## src/design/slc_pkg.sv

```systemverilog
`timescale 1ns / 1ps
// ----------------------------------------------------------------------------
// slc_pkg
// Shared types and codes for the set-associative write-back cache.
// ----------------------------------------------------------------------------
package slc_pkg;

    // Request codes carried on the command field.
    localparam logic [1:0] CMD_READ  = 2'd0;
    localparam logic [1:0] CMD_WRITE = 2'd1;
    localparam logic [1:0] CMD_FLUSH = 2'd2;

    // Controller states.
    typedef enum logic [3:0] {
        ST_CLEAR,
        ST_IDLE,
        ST_SRCH_RD,
        ST_SRCH_CMP,
        ST_RESOLVE,
        ST_WB,
        ST_FILL,
        ST_ACC,
        ST_OUT,
        ST_FL_NEXT,
        ST_FL_TAG
    } t_state;

    // Commands from the controller to the datapath.
    typedef struct packed {
        logic clr;
        logic load;
        logic srch_rd;
        logic srch_cmp;
        logic resolve;
        logic wb_step;
        logic fill_step;
        logic acc;
        logic fl_tag_rd;
        logic fl_tag_cap;
        logic fl_inc;
        logic out_load;
    } t_dp_cmd;

    // Status from the datapath to the controller.
    typedef struct packed {
        logic       clr_last;
        logic [1:0] cmd;
        logic       way_last;
        logic       found;
        logic       victim_valid;
        logic       seq_last;
        logic       fl_valid;
        logic       fl_last;
        logic       out_free;
    } t_dp_sts;

endpackage

```

## src/design/slc_ctrl.sv

```systemverilog
`timescale 1ns / 1ps
// ----------------------------------------------------------------------------
// slc_ctrl
// Sequencer for lookup, write back, fill, access and flush of the cache.
// ----------------------------------------------------------------------------
module slc_ctrl
    import slc_pkg::*;
(
    input  logic       i_clk,
    input  logic       i_rst_n,
    input  logic       i_valid,
    input  logic [1:0] i_command,
    output logic       o_ready,
    input  t_dp_sts    i_sts,
    output t_dp_cmd    o_cmd
);

    t_state r_state;
    t_state n_state;

    // State register.
    always_ff @(posedge i_clk) begin
        if (!i_rst_n) begin
            r_state <= ST_CLEAR;
        end else begin
            r_state <= n_state;
        end
    end

    // Next state.
    always_comb begin
        n_state = r_state;
        case (r_state)
            ST_CLEAR: begin
                if (i_sts.clr_last) n_state = ST_IDLE;
            end
            ST_IDLE: begin
                if (i_valid) begin
                    if (i_command == CMD_READ || i_command == CMD_WRITE) begin
                        n_state = ST_SRCH_RD;
                    end else if (i_command == CMD_FLUSH) begin
                        n_state = ST_FL_NEXT;
                    end else begin
                        n_state = ST_OUT;
                    end
                end
            end
            ST_SRCH_RD:  n_state = ST_SRCH_CMP;
            ST_SRCH_CMP: begin
                n_state = i_sts.way_last ? ST_RESOLVE : ST_SRCH_RD;
            end
            ST_RESOLVE: begin
                if (i_sts.found) begin
                    n_state = ST_ACC;
                end else if (i_sts.victim_valid) begin
                    n_state = ST_WB;
                end else begin
                    n_state = ST_FILL;
                end
            end
            ST_WB: begin
                if (i_sts.seq_last) begin
                    if (i_sts.cmd == CMD_FLUSH) begin
                        n_state = i_sts.fl_last ? ST_OUT : ST_FL_NEXT;
                    end else begin
                        n_state = ST_FILL;
                    end
                end
            end
            ST_FILL: begin
                if (i_sts.seq_last) n_state = ST_ACC;
            end
            ST_ACC: n_state = ST_OUT;
            ST_OUT: begin
                if (i_sts.out_free) n_state = ST_IDLE;
            end
            ST_FL_NEXT: begin
                if (i_sts.fl_valid) begin
                    n_state = ST_FL_TAG;
                end else if (i_sts.fl_last) begin
                    n_state = ST_OUT;
                end
            end
            ST_FL_TAG: n_state = ST_WB;
            default:   n_state = ST_IDLE;
        endcase
    end

    // Outputs.
    always_comb begin
        o_cmd   = '0;
        o_ready = 1'b0;
        case (r_state)
            ST_CLEAR:    o_cmd.clr = 1'b1;
            ST_IDLE: begin
                o_ready    = 1'b1;
                o_cmd.load = i_valid;
            end
            ST_SRCH_RD:  o_cmd.srch_rd = 1'b1;
            ST_SRCH_CMP: o_cmd.srch_cmp = 1'b1;
            ST_RESOLVE:  o_cmd.resolve = 1'b1;
            ST_WB: begin
                o_cmd.wb_step = 1'b1;
                o_cmd.fl_inc  = i_sts.seq_last && (i_sts.cmd == CMD_FLUSH) && !i_sts.fl_last;
            end
            ST_FILL:     o_cmd.fill_step = 1'b1;
            ST_ACC:      o_cmd.acc = 1'b1;
            ST_OUT:      o_cmd.out_load = i_sts.out_free;
            ST_FL_NEXT: begin
                o_cmd.fl_tag_rd = i_sts.fl_valid;
                o_cmd.fl_inc    = !i_sts.fl_valid && !i_sts.fl_last;
            end
            ST_FL_TAG:   o_cmd.fl_tag_cap = 1'b1;
            default:     o_cmd = '0;
        endcase
    end

endmodule

```

## config.mk

```make
export PLATFORM = sky130hd
export DESIGN_NAME = slc_ctrl
export DESIGN_NICKNAME = d
export VERILOG_FILES = /design/src/design/slc_pkg.sv /design/src/design/slc_ctrl.sv
export SDC_FILE = /design/constraint.sdc
export NUM_CORES = 1
export LEC_CHECK = 0
export BUFFER_PORTS_ARGS = -buffer_cell sky130_fd_sc_hd__buf_2
export CORE_MARGIN = 5
export CORE_UTILIZATION = 41
export DETAILED_ROUTE_END_ITERATION = 10
export HOLD_SLACK_MARGIN = 0.1
export MAX_ROUTING_LAYER = met4
export PLACE_DENSITY = 0.74
export SLEW_MARGIN = 30
export SYNTH_ARGS = -nofsm -noshare
export SYNTH_HDL_FRONTEND = slang
export SYNTH_SLANG_ARGS = --single-unit
export TNS_END_PERCENT = 50
```

## constraint.sdc

```tcl
create_clock -name i_clk -period 1.43 [get_ports i_clk]
set_input_delay 0.286 -clock i_clk [delete_from_list [all_inputs] [get_ports i_clk]]
set_output_delay 0.286 -clock i_clk [all_outputs]
set_load 0.02 [all_outputs]
```

Yosys cells after proc, flatten, opt, wreduce, memory -nomap -nowiden
Index checks and enable logic that the tools add are counted.
Widths: inputs -> output; s select.
- equality and inequality tests: 19
- muxes and demuxes: 28
- reductions and logical operators: 9
- operators by type and width (cell ; number):
    $pmux 4 s11 ; 1
    $mux 4 ; 9
    $eq 4x3->1 const B ; 4
    $mux 1 ; 14
    $eq 4x4->1 const B ; 3
    $ne 2x2->1 const B ; 5
    $eq 4x2->1 const B ; 2
    $reduce_and 6->1 ; 1
    $eq 2x2->1 const B ; 2
    $eq 4x1->1 const B ; 1
    $logic_not 4->1 ; 1
    $mux 2 ; 2
    $logic_and 1x1->1 ; 3
    $mux 3 ; 1
    $ne 3x3->1 const B ; 1
    $eq 2x1->1 const B ; 1
    $logic_not 1->1 ; 2
    $logic_not 2->1 ; 1
    $pmux 1 s2 ; 1
    $logic_or 1x1->1 ; 1
- bits of input ports: 15
- bits in registers: 4
- word-level logic and storage cells: 57

Logic depth before layout (Yosys ltp)
Gate-level depths: netlist (run 1).
- depth after elaboration: 5
- depth in mapped cells: 6

Worst setup path after synthesis (run 1)
Ideal clock, no wire load.
- path kind: reg-to-output
- from: register r_state[3]
- to: output port o_cmd[1] in the netlist's numbering
- stages on the path, launching flop included: 6
- data required time: 1144 ps
- setup slack: -118 ps
- arrival time: 1262 ps
- path through: dfxtp_1 -> buf_6 -> nand2b_2 -> nor2_1 -> a21oi_1 -> nor3_1
- RTL lines (item ; line ; RTL):
    from (decl) ; slc_ctrl.sv:18 ; t_state r_state;
    from (signal assigned) ; slc_ctrl.sv:26 ; r_state <= n_state;
    to (decl) ; slc_ctrl.sv:15 ; output t_dp_cmd o_cmd

Worst setup path in the final report (run 1)
- from: register r_state[2]
- to: register r_state[1]
- cells in the longest elaborated chain, start to end: 3
- elaborated cells on any way between the ends: 19
- those cells by class: eq/ne: 16; mux: 1; reduce/logical: 2
- ends and longest elaborated chain (item ; line ; RTL):
    $eq 4x4->1, or another cell as far along ; slc_ctrl.sv:33 ; case (r_state)
    $ne 3x3->1 (no source line) or $ne 2x2->1 (tied branches) ; n/a ;
    $reduce_and 6->1 (no source line) ; n/a ;
Parallel ways exist; a longest one is shown, timed or not.
A chain may end at the register's enable or synchronous reset.

==> results.md, run 1 <==
- Pwr/cell area: 645.8 nW/um2
- CP Capture Type: flip-flop
- CTS Buf Count: 3
- Routed length on met3: 183 um
- Chip Height: 48.79 um
- Kind of critical path: flip-flop to flip-flop
- ANT cells: 0
- Mapped Cells: 77
- Largest net degree at the start of global routing: 14
- Max frequency: 629.7 MHz
- Via count: 826
- Clk pwr share: 0.192
- CTS tree: built
- Highest routed layer: met4
- RSZ-0062 raised after global routing: yes
- Clock Path Buffers: 2
- Grt ovf: 0
- Clock sink count: 4
- Endpoints failing setup: 14
- Fraction of synthesized cell area in xor and xnor cells: 0
- Routed wire length: 2518 um
- Hold/Removal Path Class: input port to flip-flop
- Pleak: 0.5046 nW
- Internal power: 0.0004537 W
- Hpwl dp: 1554 um
- Fillers: 93
- Main flop type after synthesis: dfxtp_1
- Maxcap violations: 0
- DP Worst Slack: -0.1323 ns
- Routability cong.: 0.8988
- IO buf count: 27
- Count of different cell masters after synthesis: 40
- Yosys warnings: 0
- R2R Path Start: r_state[2]
- Startpoint Class: flip-flop
- M1 WL: 957 um
- Critical path peak fanout: 7
- Min Tclk post-route: 1.588 ns
- Core area: 1471 um2
- Sw Share: 0.3969
- Biggest regs: r_state (4)
- Commonest non-fill, non-tap cell in the layout: buf_4
- Wire per inst: 17.86 um
- Die width: 48.79 um
- Syn_area_per_cell: 8.011 um2
- Asr flop ratio synth: 0
- Status: complete, but fails checks
- Critical path arrival: 1.71 ns
- Final Skew: 0.004498 ns
- DR WL met2: 1292 um
- Initial DRC Count: 14
- Final hold violations: 0
- Vias per Instance: 5.858
- Failing checks: negative setup slack
- Router iterations before antenna repair: 4
- CP required: 1.55 ns
- Compound-gate portion of the synthesized area: 0.3083
- Final Net Count: 142
- Post-route setup slack: -0.1581 ns
- Post-synthesis mux area share: 0.05680
- Fin crit share: 1.111
- Area grow syn2layout: 88.84%
- CTS clk-pin slew, worst paths: 0.04 ns
- Worst-margin pin slew: 0.4098 ns
- First-pass GRT wire length: 3436 um
- Synth Area in Adders: 0
- GRT Util Overall: 0.1888
- Top reg by flops: r_state
- Main combinational cell family by area after synthesis: simple AND/OR/NAND/NOR gates
- Max reg flops: 4
- Most frequent cells in the layout: buf_4 (26), buf_2 (15), buf_6 (9), nor3_2 (6), a21oi_1 (6)
- Setup TNS: -0.9554 ns
- Worst-skew pair later-pin latency: 0.24 ns
- Switch Pwr: 0.0002986 W
- # H-tree levels: 1
- Layout cells sized above 1: 0.7120
- Vias in the first global route: 746
- Final Max Tran Viols: 0
- Logic gate share of total power: 0.614
- Worst IR drop on VDD: 0.5867 mV
- Sequential element share of the synthesized area: 0.1298
- Simple-Gate Fraction of Synth Area: 0.3570
- Initial antenna violation count: 0
- Post-Layout Inst Area: 1165 um2
- Root buffer cell: clkbuf_4
- Seq cells post-synth: 4
- Syn_nets: 92
- Synthesized area: 616.8 um2
- Residual DRC: 0
- Detail Route Antenna Nets: 0
- Critical path origin: r_state[2]
- Die ar.: 2380 um2
- Hold Startpoint: i_rst_n
- Placed Area: 823.3 um2
- EDFF count, synth: 0
- Row cnt: 14
- Initial cell density of the core: 0.4192
- Reg power frac: 0.194
- I/O pin cnt: 28
- Max-slew headroom: 0.7243
power groups by stage:
stage | sequential (W) | combinational (W) | clock (W)
after floorplan | 0.000134 | 0.000223 | 0
after global placement | 0.000147 | 0.000309 | 0
after detailed placement | 0.000146 | 0.000318 | 0
after CTS | 0.000143 | 0.000403 | 0.000146
after global routing | 0.000149 | 0.000488 | 0.000166
final | 0.000146 | 0.000462 | 0.000145
path summary, 6_finish.rpt:
kind	to	slack, ns	cells past startpoint
max	r_state[1]	-0.16	5
min reg2reg	r_state[3]	0.71	3
max reg2reg	r_state[1]	-0.16	5
min	r_state[3]	0.35	3
worst max-delay path, stage by stage, from the launching register on:
cell      delay (ns)
dfxtp_4         0.42
buf_12          0.15
nor3_1          0.07
a22oi_2         0.29
nand3_2         0.17
a221oi_2        0.36
logic make-up (layout without fill, tap and decap cells):
kind of cell / count (synthesis) / in the layout
muxes: 3 / 3
buffers and inverters: 14 / 62
DFF: 4 / 4
and+or+nand+nor: 34 / 34
AOI/OAI and AO/OA: 22 / 22
per-stage QoR:
step                      instances  hold slack, ns  power [W]    util
after global routing            141          0.3524  0.0008027  0.7917
after detailed placement        127          0.5904  0.0004641  0.5595
after CTS                       137          0.3371  0.0006914  0.6939
after global placement          127          0.5735  0.0004560  0.5595
after floorplan                  77          0.4495  0.0003562       -
final                           141          0.3514  0.0007522  0.7917
final cells by class:
cell class | count | area [um2] | area share
tap | 16 | 20.02 | 0.01719
timing repair buffer | 52 | 416.7 | 0.3577
inverter | 7 | 26.28 | 0.02256
multi-input combinational | 59 | 584.3 | 0.5016
clock buffer | 3 | 22.52 | 0.01933
sequential | 4 | 95.09 | 0.08163
cells in the mapped netlist (all sizes together), types with 2 or more instances:
library cell / count / area (um2)
a21oi: 6 / 30.03
a22oi: 2 / 20.02
a311oi: 2 / 23.77
buf: 7 / 65.05
dfxtp: 4 / 80.08
inv: 7 / 26.28
mux2i: 2 / 20.02
nand2: 3 / 11.26
nand2b: 5 / 41.29
nor2: 5 / 18.77
nor3: 9 / 50.05
nor3b: 2 / 15.01
nor4: 2 / 12.51
o21ai: 2 / 10.01
what timing repair did:
action	4_1_cts	5_1_grt
gates resized for setup	34	23
hold buffers	0	0
gates cloned	0	1
buffers inserted	7	3
pin swaps	5	5
endpoints found under the setup margin	17	17
layer usage:
layer  vias to the layer above  GRT usage
met1                       380     0.2140
met5                         -          -
met2                        46     0.2891
li1                        390          -
met4                         0     0.1031
met3                        10    0.06422
Note: power is estimated with default switching activity, not from simulation.
==> inputs of run 2 (changes only) <==
Settings changed: CORE_UTILIZATION 41 to 43, GPL_TIMING_DRIVEN from default to 0.
Clock period 1.43 ns to 1.7 ns, I/O delays scaled along.
==> results.md, run 2 (same netlist as run 1, synthesis figures left out) <==
- Maxcap violations: 0 (unchanged)
- Critical path peak fanout: 6 (was 7)
- CTS Buf Count: 3 (unchanged)
- Largest net degree at the start of global routing: 11 (was 14)
- Final Skew: 0.001346 ns (was 0.004498 ns)
- CTS tree: built (unchanged)
- Wire per inst: 14.24 um (was 17.86 um)
- Setup TNS: 0 ns (was -0.9554 ns)
- Fin crit share: 0.9643
- RSZ-0062 raised after global routing: yes (unchanged)
- Biggest regs: r_state (4) (unchanged)
- Hold/Removal Path Class: input port to flip-flop (unchanged)
- Kind of critical path: flip-flop to output pin (was flip-flop to flip-flop)
- Via count: 732 (was 826)
- Worst-skew pair later-pin latency: 0.24 ns (about the same)
- Critical-path cell list: buf_6, buf_4, nand4bb_1, inv_1, buf_2 (was buf_12, nor3_1, a22oi_2, nand3_2, a221oi_2)
- Status: finished clean (was complete, but fails checks)
- CP required: 1.36 ns (was 1.55 ns)
- Top delay family on crit path: buffers and inverters (was compound AO/OA/AOI/OAI gates)
- CTS Hold Buffers Added: 0 (unchanged)
- Final hold violations: 0 (unchanged)
- Worst IR drop on VDD: 0.3480 mV (was 0.5867 mV)
- Critical path arrival: 1.30 ns (was 1.71 ns)
- First-pass GRT wire length: 2904 um (was 3436 um)
- Pwr/cell area: 582.5 nW/um2 (was 645.8 nW/um2)
- Commonest non-fill, non-tap cell in the layout: buf_2 (was buf_4)
- Top reg by flops: r_state (unchanged)
- Vias in the first global route: 678 (was 746)
- CTS clk-pin slew, worst paths: 0.04 ns (about the same)
- Initial cell density of the core: 0.4625 (was 0.4192)
- Final Net Count: 128 (was 142)
- Final Max Tran Viols: 0 (unchanged)
- Die width: 47.88 um (was 48.79 um)
- Routability cong.: 0.8941 (was 0.8988)
- Most frequent cells in the layout: buf_2 (25), buf_4 (8), nor3_1 (8), inv_1 (7), a21oi_1 (6) (was buf_4 (26), buf_2 (15), buf_6 (9), nor3_2 (6), a21oi_1 (6))
- Hpwl dp: 1341 um (was 1554 um)
- Area grow syn2layout: 40.57% (was 88.84%)
- Grt met1 use: 0.2193 (was 0.2140)
- Met3 usage: 0.06015 (was 0.06422)
- Startpoint Class: flip-flop (unchanged)
- Residual DRC: 0 (unchanged)
- Total power: 0.0005051 W (was 0.0007522 W)
- Clock sink count: 4 (unchanged)
- # H-tree levels: 1 (unchanged)
- Min Tclk post-route: 1.639 ns
- Routed wire length: 1794 um (was 2518 um)
- Max reg flops: 4 (unchanged)
- Worst-margin pin slew: 0.3261 ns (was 0.4098 ns)
- CP Capture Type: output pin (was flip-flop)
- I/O pin cnt: 28 (unchanged)
- Clock Path Buffers: 2 (unchanged)
- Core area: 1334 um2 (was 1471 um2)
- Row cnt: 13 (was 14)
- Die ar.: 2292 um2 (was 2380 um2)
- Endpoints failing setup: 0 (was 14)
- Router iterations before antenna repair: 4 (unchanged)
- Pleak: 0.3832 nW (was 0.5046 nW)
- Chip Height: 47.88 um (was 48.79 um)
- Layout cells sized above 1: 0.4865 (was 0.7120)
- GRT Util Overall: 0.1849 (was 0.1888)
- Vias per Instance: 5.810 (was 5.858)
- Worst path bufs/invs: 4 (was 1)
- Max frequency: 610.0 MHz
- Grt ovf: 0 (unchanged)
- Top Usage Layer GRT: met2 (unchanged)
- Root buffer cell: clkbuf_4 (unchanged)
- Detail Route Antenna Nets: 0 (unchanged)
- Met2 usage: 0.2929 (was 0.2891)
- Max incr delay on CP: 0.30 ns (was 0.42 ns)
- Critical-path top delay cell: dfxtp_1 (was dfxtp_4)
- IO buf count: 27 (unchanged)
- ANT cells: 0 (unchanged)
- Initial antenna violation count: 0 (unchanged)
- Max-slew headroom: 0.7826 (was 0.7243)
- Initial DRC Count: 21 (was 14)
run 2: cell types whose count changed in the layout (fill, tap and decap cells not counted), sizes merged:
| cell | delta |
|---|---|
| buf | -13 |
| clkbuf | -1 |
run 2: routing by layer:
metal  share of wire  up-vias
li1                -      363
met5               0        -
met4           0.010        0
met1            0.42      339
met3           0.067        2
met2            0.50       28
run 2: what timing repair did:
action                     4_1_cts  5_1_grt
setup endpoints to repair        1        7
pin swaps                        3        2
resized for setup                3        7
hold endpoints to repair         0        0
setup buffers                    4        0
run 2: final timing paths:
kind / start / end / slack [ns] / cells past startpoint
max: r_state[3] / o_cmd[5] / 0.06 / 5
min: i_rst_n / r_state[3] / 0.40 / 3
max reg2reg: r_state[2] / r_state[0] / 0.16 / 5
min reg2reg: r_state[0] / r_state[3] / 0.73 / 3
run 2: stage by stage:
step                instance area (um2)  cells  hold WS [ns]    util  setup WS (ns)
floorplan                         616.8     77        0.5034       -        0.09831
global placement                  770.7    119        0.6435  0.5779         0.2125
detailed placement                770.7    119        0.6413  0.5779         0.1452
CTS                               839.6    126        0.3866  0.6295      0.0004817
global route                      867.1    126        0.3930  0.6501       -0.01161
finish                            867.1    126        0.3996  0.6501        0.06068
run 2: cell type report:
class                      count  area, um2
buffer                         7      68.82
clock buffer                   3      22.52
fill                         132      466.7
inverter                       7      26.28
multi-input combinational     59      476.7
sequential                     4      81.33
tap                           15      18.77
timing repair buffer          31      172.7
run 2: worst min-delay path: stages:
cell and delay, ns:
buf_2 0.10, nand2_1 0.06, o32ai_1 0.08
run 2: power breakdown:
part	internal (W)	switching (W)	total (W)
Sequential	0.000104	0.0000116	0.000115
Combinational	0.000119	0.000149	0.000268
Clock	0.0000792	0.0000422	0.000121
==> inputs of run 3 (changes only) <==
Settings changed: ABC_CLOCK_PERIOD_IN_PS from default to 1700, CORE_UTILIZATION 43 to 45, PLACE_DENSITY 0.74 to 0.77.
==> results.md, run 3 (same netlist as run 1, synthesis figures left out) <==
- # H-tree levels: 1 (unchanged)
- Chip Height: 47.03 um (was 47.88 um)
- CP required: 1.36 ns (about the same)
- I/O pin cnt: 28 (unchanged)
- Initial DRC Count: 20 (was 21)
- GRT Util Overall: 0.1864 (was 0.1849)
- Routed wire length: 1935 um (was 1794 um)
- Post-Layout Cell Count: 132 (was 126)
- Pwr/cell area: 562.6 nW/um2 (was 582.5 nW/um2)
- R2R Path Start: r_state[2] (unchanged)
- Core area: 1301 um2 (was 1334 um2)
- Kind of critical path: flip-flop to output pin (unchanged)
- Most frequent cells in the layout: buf_2 (24), buf_4 (15), nor3_1 (7), inv_1 (7) (was buf_2 (25), buf_4 (8), nor3_1 (8), inv_1 (7), a21oi_1 (6))
- RSZ-0062 raised after global routing: yes (unchanged)
- Max reg flops: 4 (unchanged)
- Critical path origin: r_state[3] (unchanged)
- Layout cells sized above 1: 0.5556 (was 0.4865)
- Min Tclk post-route: 1.700 ns (was 1.639 ns)
- Hpwl dp: 1368 um (was 1341 um)
- Post-Layout Inst Area: 934.6 um2 (was 867.1 um2)
- ANT cells: 0 (unchanged)
- Clk pwr share: 0.233 (was 0.240)
- Vias per Instance: 5.803 (was 5.810)
- Critical path arrival: 1.36 ns (was 1.30 ns)
- Vias in the first global route: 629 (was 678)
- Logic gate share of total power: 0.547 (was 0.531)
- Reg power frac: 0.220 (was 0.228)
- CTS tree: built (unchanged)
- Critical path peak fanout: 8 (was 6)
- Routability cong.: 0.8104 (was 0.8941)
- Pleak: 0.4186 nW (was 0.3832 nW)
- CP Capture Type: output pin (unchanged)
- Status: complete, but fails checks (was finished clean)
- Residual DRC: 0 (unchanged)
- Max frequency: 588.2 MHz (was 610.0 MHz)
- Reg-to-reg setup timing slack: 0.05 ns (was 0.16 ns)
- Area grow syn2layout: 51.52% (was 40.57%)
- Grt ovf: 0 (unchanged)
- Worst setup path endpoint: o_cmd[1] (was o_cmd[5])
- Placed Area: 770.7 um2 (unchanged)
- Initial antenna violation count: 0 (unchanged)
- Max-slew headroom: 0.7780 (was 0.7826)
- Router iterations before antenna repair: 5 (was 4)
- Final Net Count: 134 (was 128)
- CTS clk-pin slew, worst paths: 0.03 ns (was 0.04 ns)
- Wire per inst: 14.66 um (was 14.24 um)
- Final Max Tran Viols: 0 (unchanged)
- Internal power: 0.0003155 W (was 0.0003021 W)
- DP Cell Count: 119 (unchanged)
- Clock Path Buffers: 2 (unchanged)
- Worst IR drop on VDD: 0.3368 mV (was 0.3480 mV)
- Detail Route Antenna Nets: 0 (unchanged)
- Hold/Removal Path Class: input port to flip-flop (unchanged)
- Row cnt: 13 (unchanged)
- Root buffer cell: clkbuf_4 (unchanged)
- Endpoints failing setup: 1 (was 0)
- Sw Share: 0.4001 (was 0.4018)
- Die ar.: 2211 um2 (was 2292 um2)
- Initial cell density of the core: 0.4740 (was 0.4625)
- Worst-margin pin slew: 0.3300 ns (was 0.3261 ns)
- Final Skew: 0.008570 ns (was 0.001346 ns)
- Top reg by flops: r_state (unchanged)
- Post-route setup slack: -0.00007006 ns (was 0.06068 ns)
- Largest net degree at the start of global routing: 11 (unchanged)
- Startpoint Class: flip-flop (unchanged)
- IO buf count: 27 (unchanged)
- Register-to-Register Path Depth: 6 (was 5)
- Setup TNS: -0.00007006 ns (was 0 ns)
- Final hold violations: 0 (unchanged)
- Clock sink count: 4 (unchanged)
- CTS Buf Count: 3 (unchanged)
- Die width: 47.03 um (was 47.88 um)
- Via count: 766 (was 732)
- First-pass GRT wire length: 2760 um (was 2904 um)
- Reg-to-reg endpoint: r_state[0] (unchanged)
- Failing checks: negative setup slack
- Worst-skew pair later-pin latency: 0.24 ns (about the same)
- CTS Hold Buffers Added: 0 (unchanged)
- Biggest regs: r_state (4) (unchanged)
- Switch Pwr: 0.0002104 W (was 0.0002029 W)
- Commonest non-fill, non-tap cell in the layout: buf_2 (unchanged)
- Maxcap violations: 0 (unchanged)
- Fin crit share: 1.000 (was 0.9643)
run 3: how the worst min path moves through the flow:
stage	start	endpoint	slack, ns	cells past startpoint
floorplan	i_rst_n	r_state[3]	0.50	2
global placement	i_rst_n	r_state[3]	0.63	3
detailed placement	i_rst_n	r_state[3]	0.63	3
CTS	i_rst_n	r_state[3]	0.38	3
global route	i_rst_n	r_state[3]	0.40	3
finish	i_rst_n	r_state[3]	0.38	3
run 3: routing by layer:
layer	GRT usage	wire [um]	up-vias	share of wire
li1	-	-	370	-
met1	0.2323	778	345	0.40
met2	0.2873	951	45	0.49
met3	0.04598	158	6	0.082
met4	0.07182	46	0	0.024
met5	-	0	-	0
run 3: repair_timing:
action,CTS,global route
pin swaps,0,6
endpoints found under the setup margin,3,6
buffers inserted,0,10
gates resized for setup,2,15
run 3: metrics by stage:
step	hold slack, ns	utilization	setup slack, ns	total power (W)
after detailed placement	0.6305	0.5923	0.1989	0.0003590
after global routing	0.4046	0.7183	-0.05145	0.0005675
final	0.3776	0.7183	-0.00007006	0.0005259
after CTS	0.3819	0.6173	-0.004869	0.0004890
after floorplan	0.5034	-	0.09831	0.0002942
after global placement	0.6349	0.5923	0.2123	0.0003552
run 3: cell type report:
class | instances | area [um2]
clock buffers | 3 | 22.52
well taps | 15 | 18.77
fillers | 106 | 366.6
repair buffers | 37 | 220.2
multi-input cells | 59 | 495.5
flip-flops and latches | 4 | 82.58
plain buffers | 7 | 68.82
inverters | 7 | 26.28
run 3: critical path, cell delays in order (launching register included):
cell	delay, ns
dfxtp_2	0.31
buf_6	0.12
nand2b_4	0.16
nor2_4	0.08
a21oi_2	0.05
nor3_1	0.21
buf_2	0.20
run 3: power groups by stage:
stage               clock network, W  logic (W)  registers, W
global placement                   0   0.000241      0.000114
detailed placement                 0   0.000244      0.000115
finish                      0.000122   0.000288      0.000116
global route                0.000140   0.000311      0.000116
floorplan                          0   0.000182      0.000112
CTS                         0.000129   0.000246      0.000114
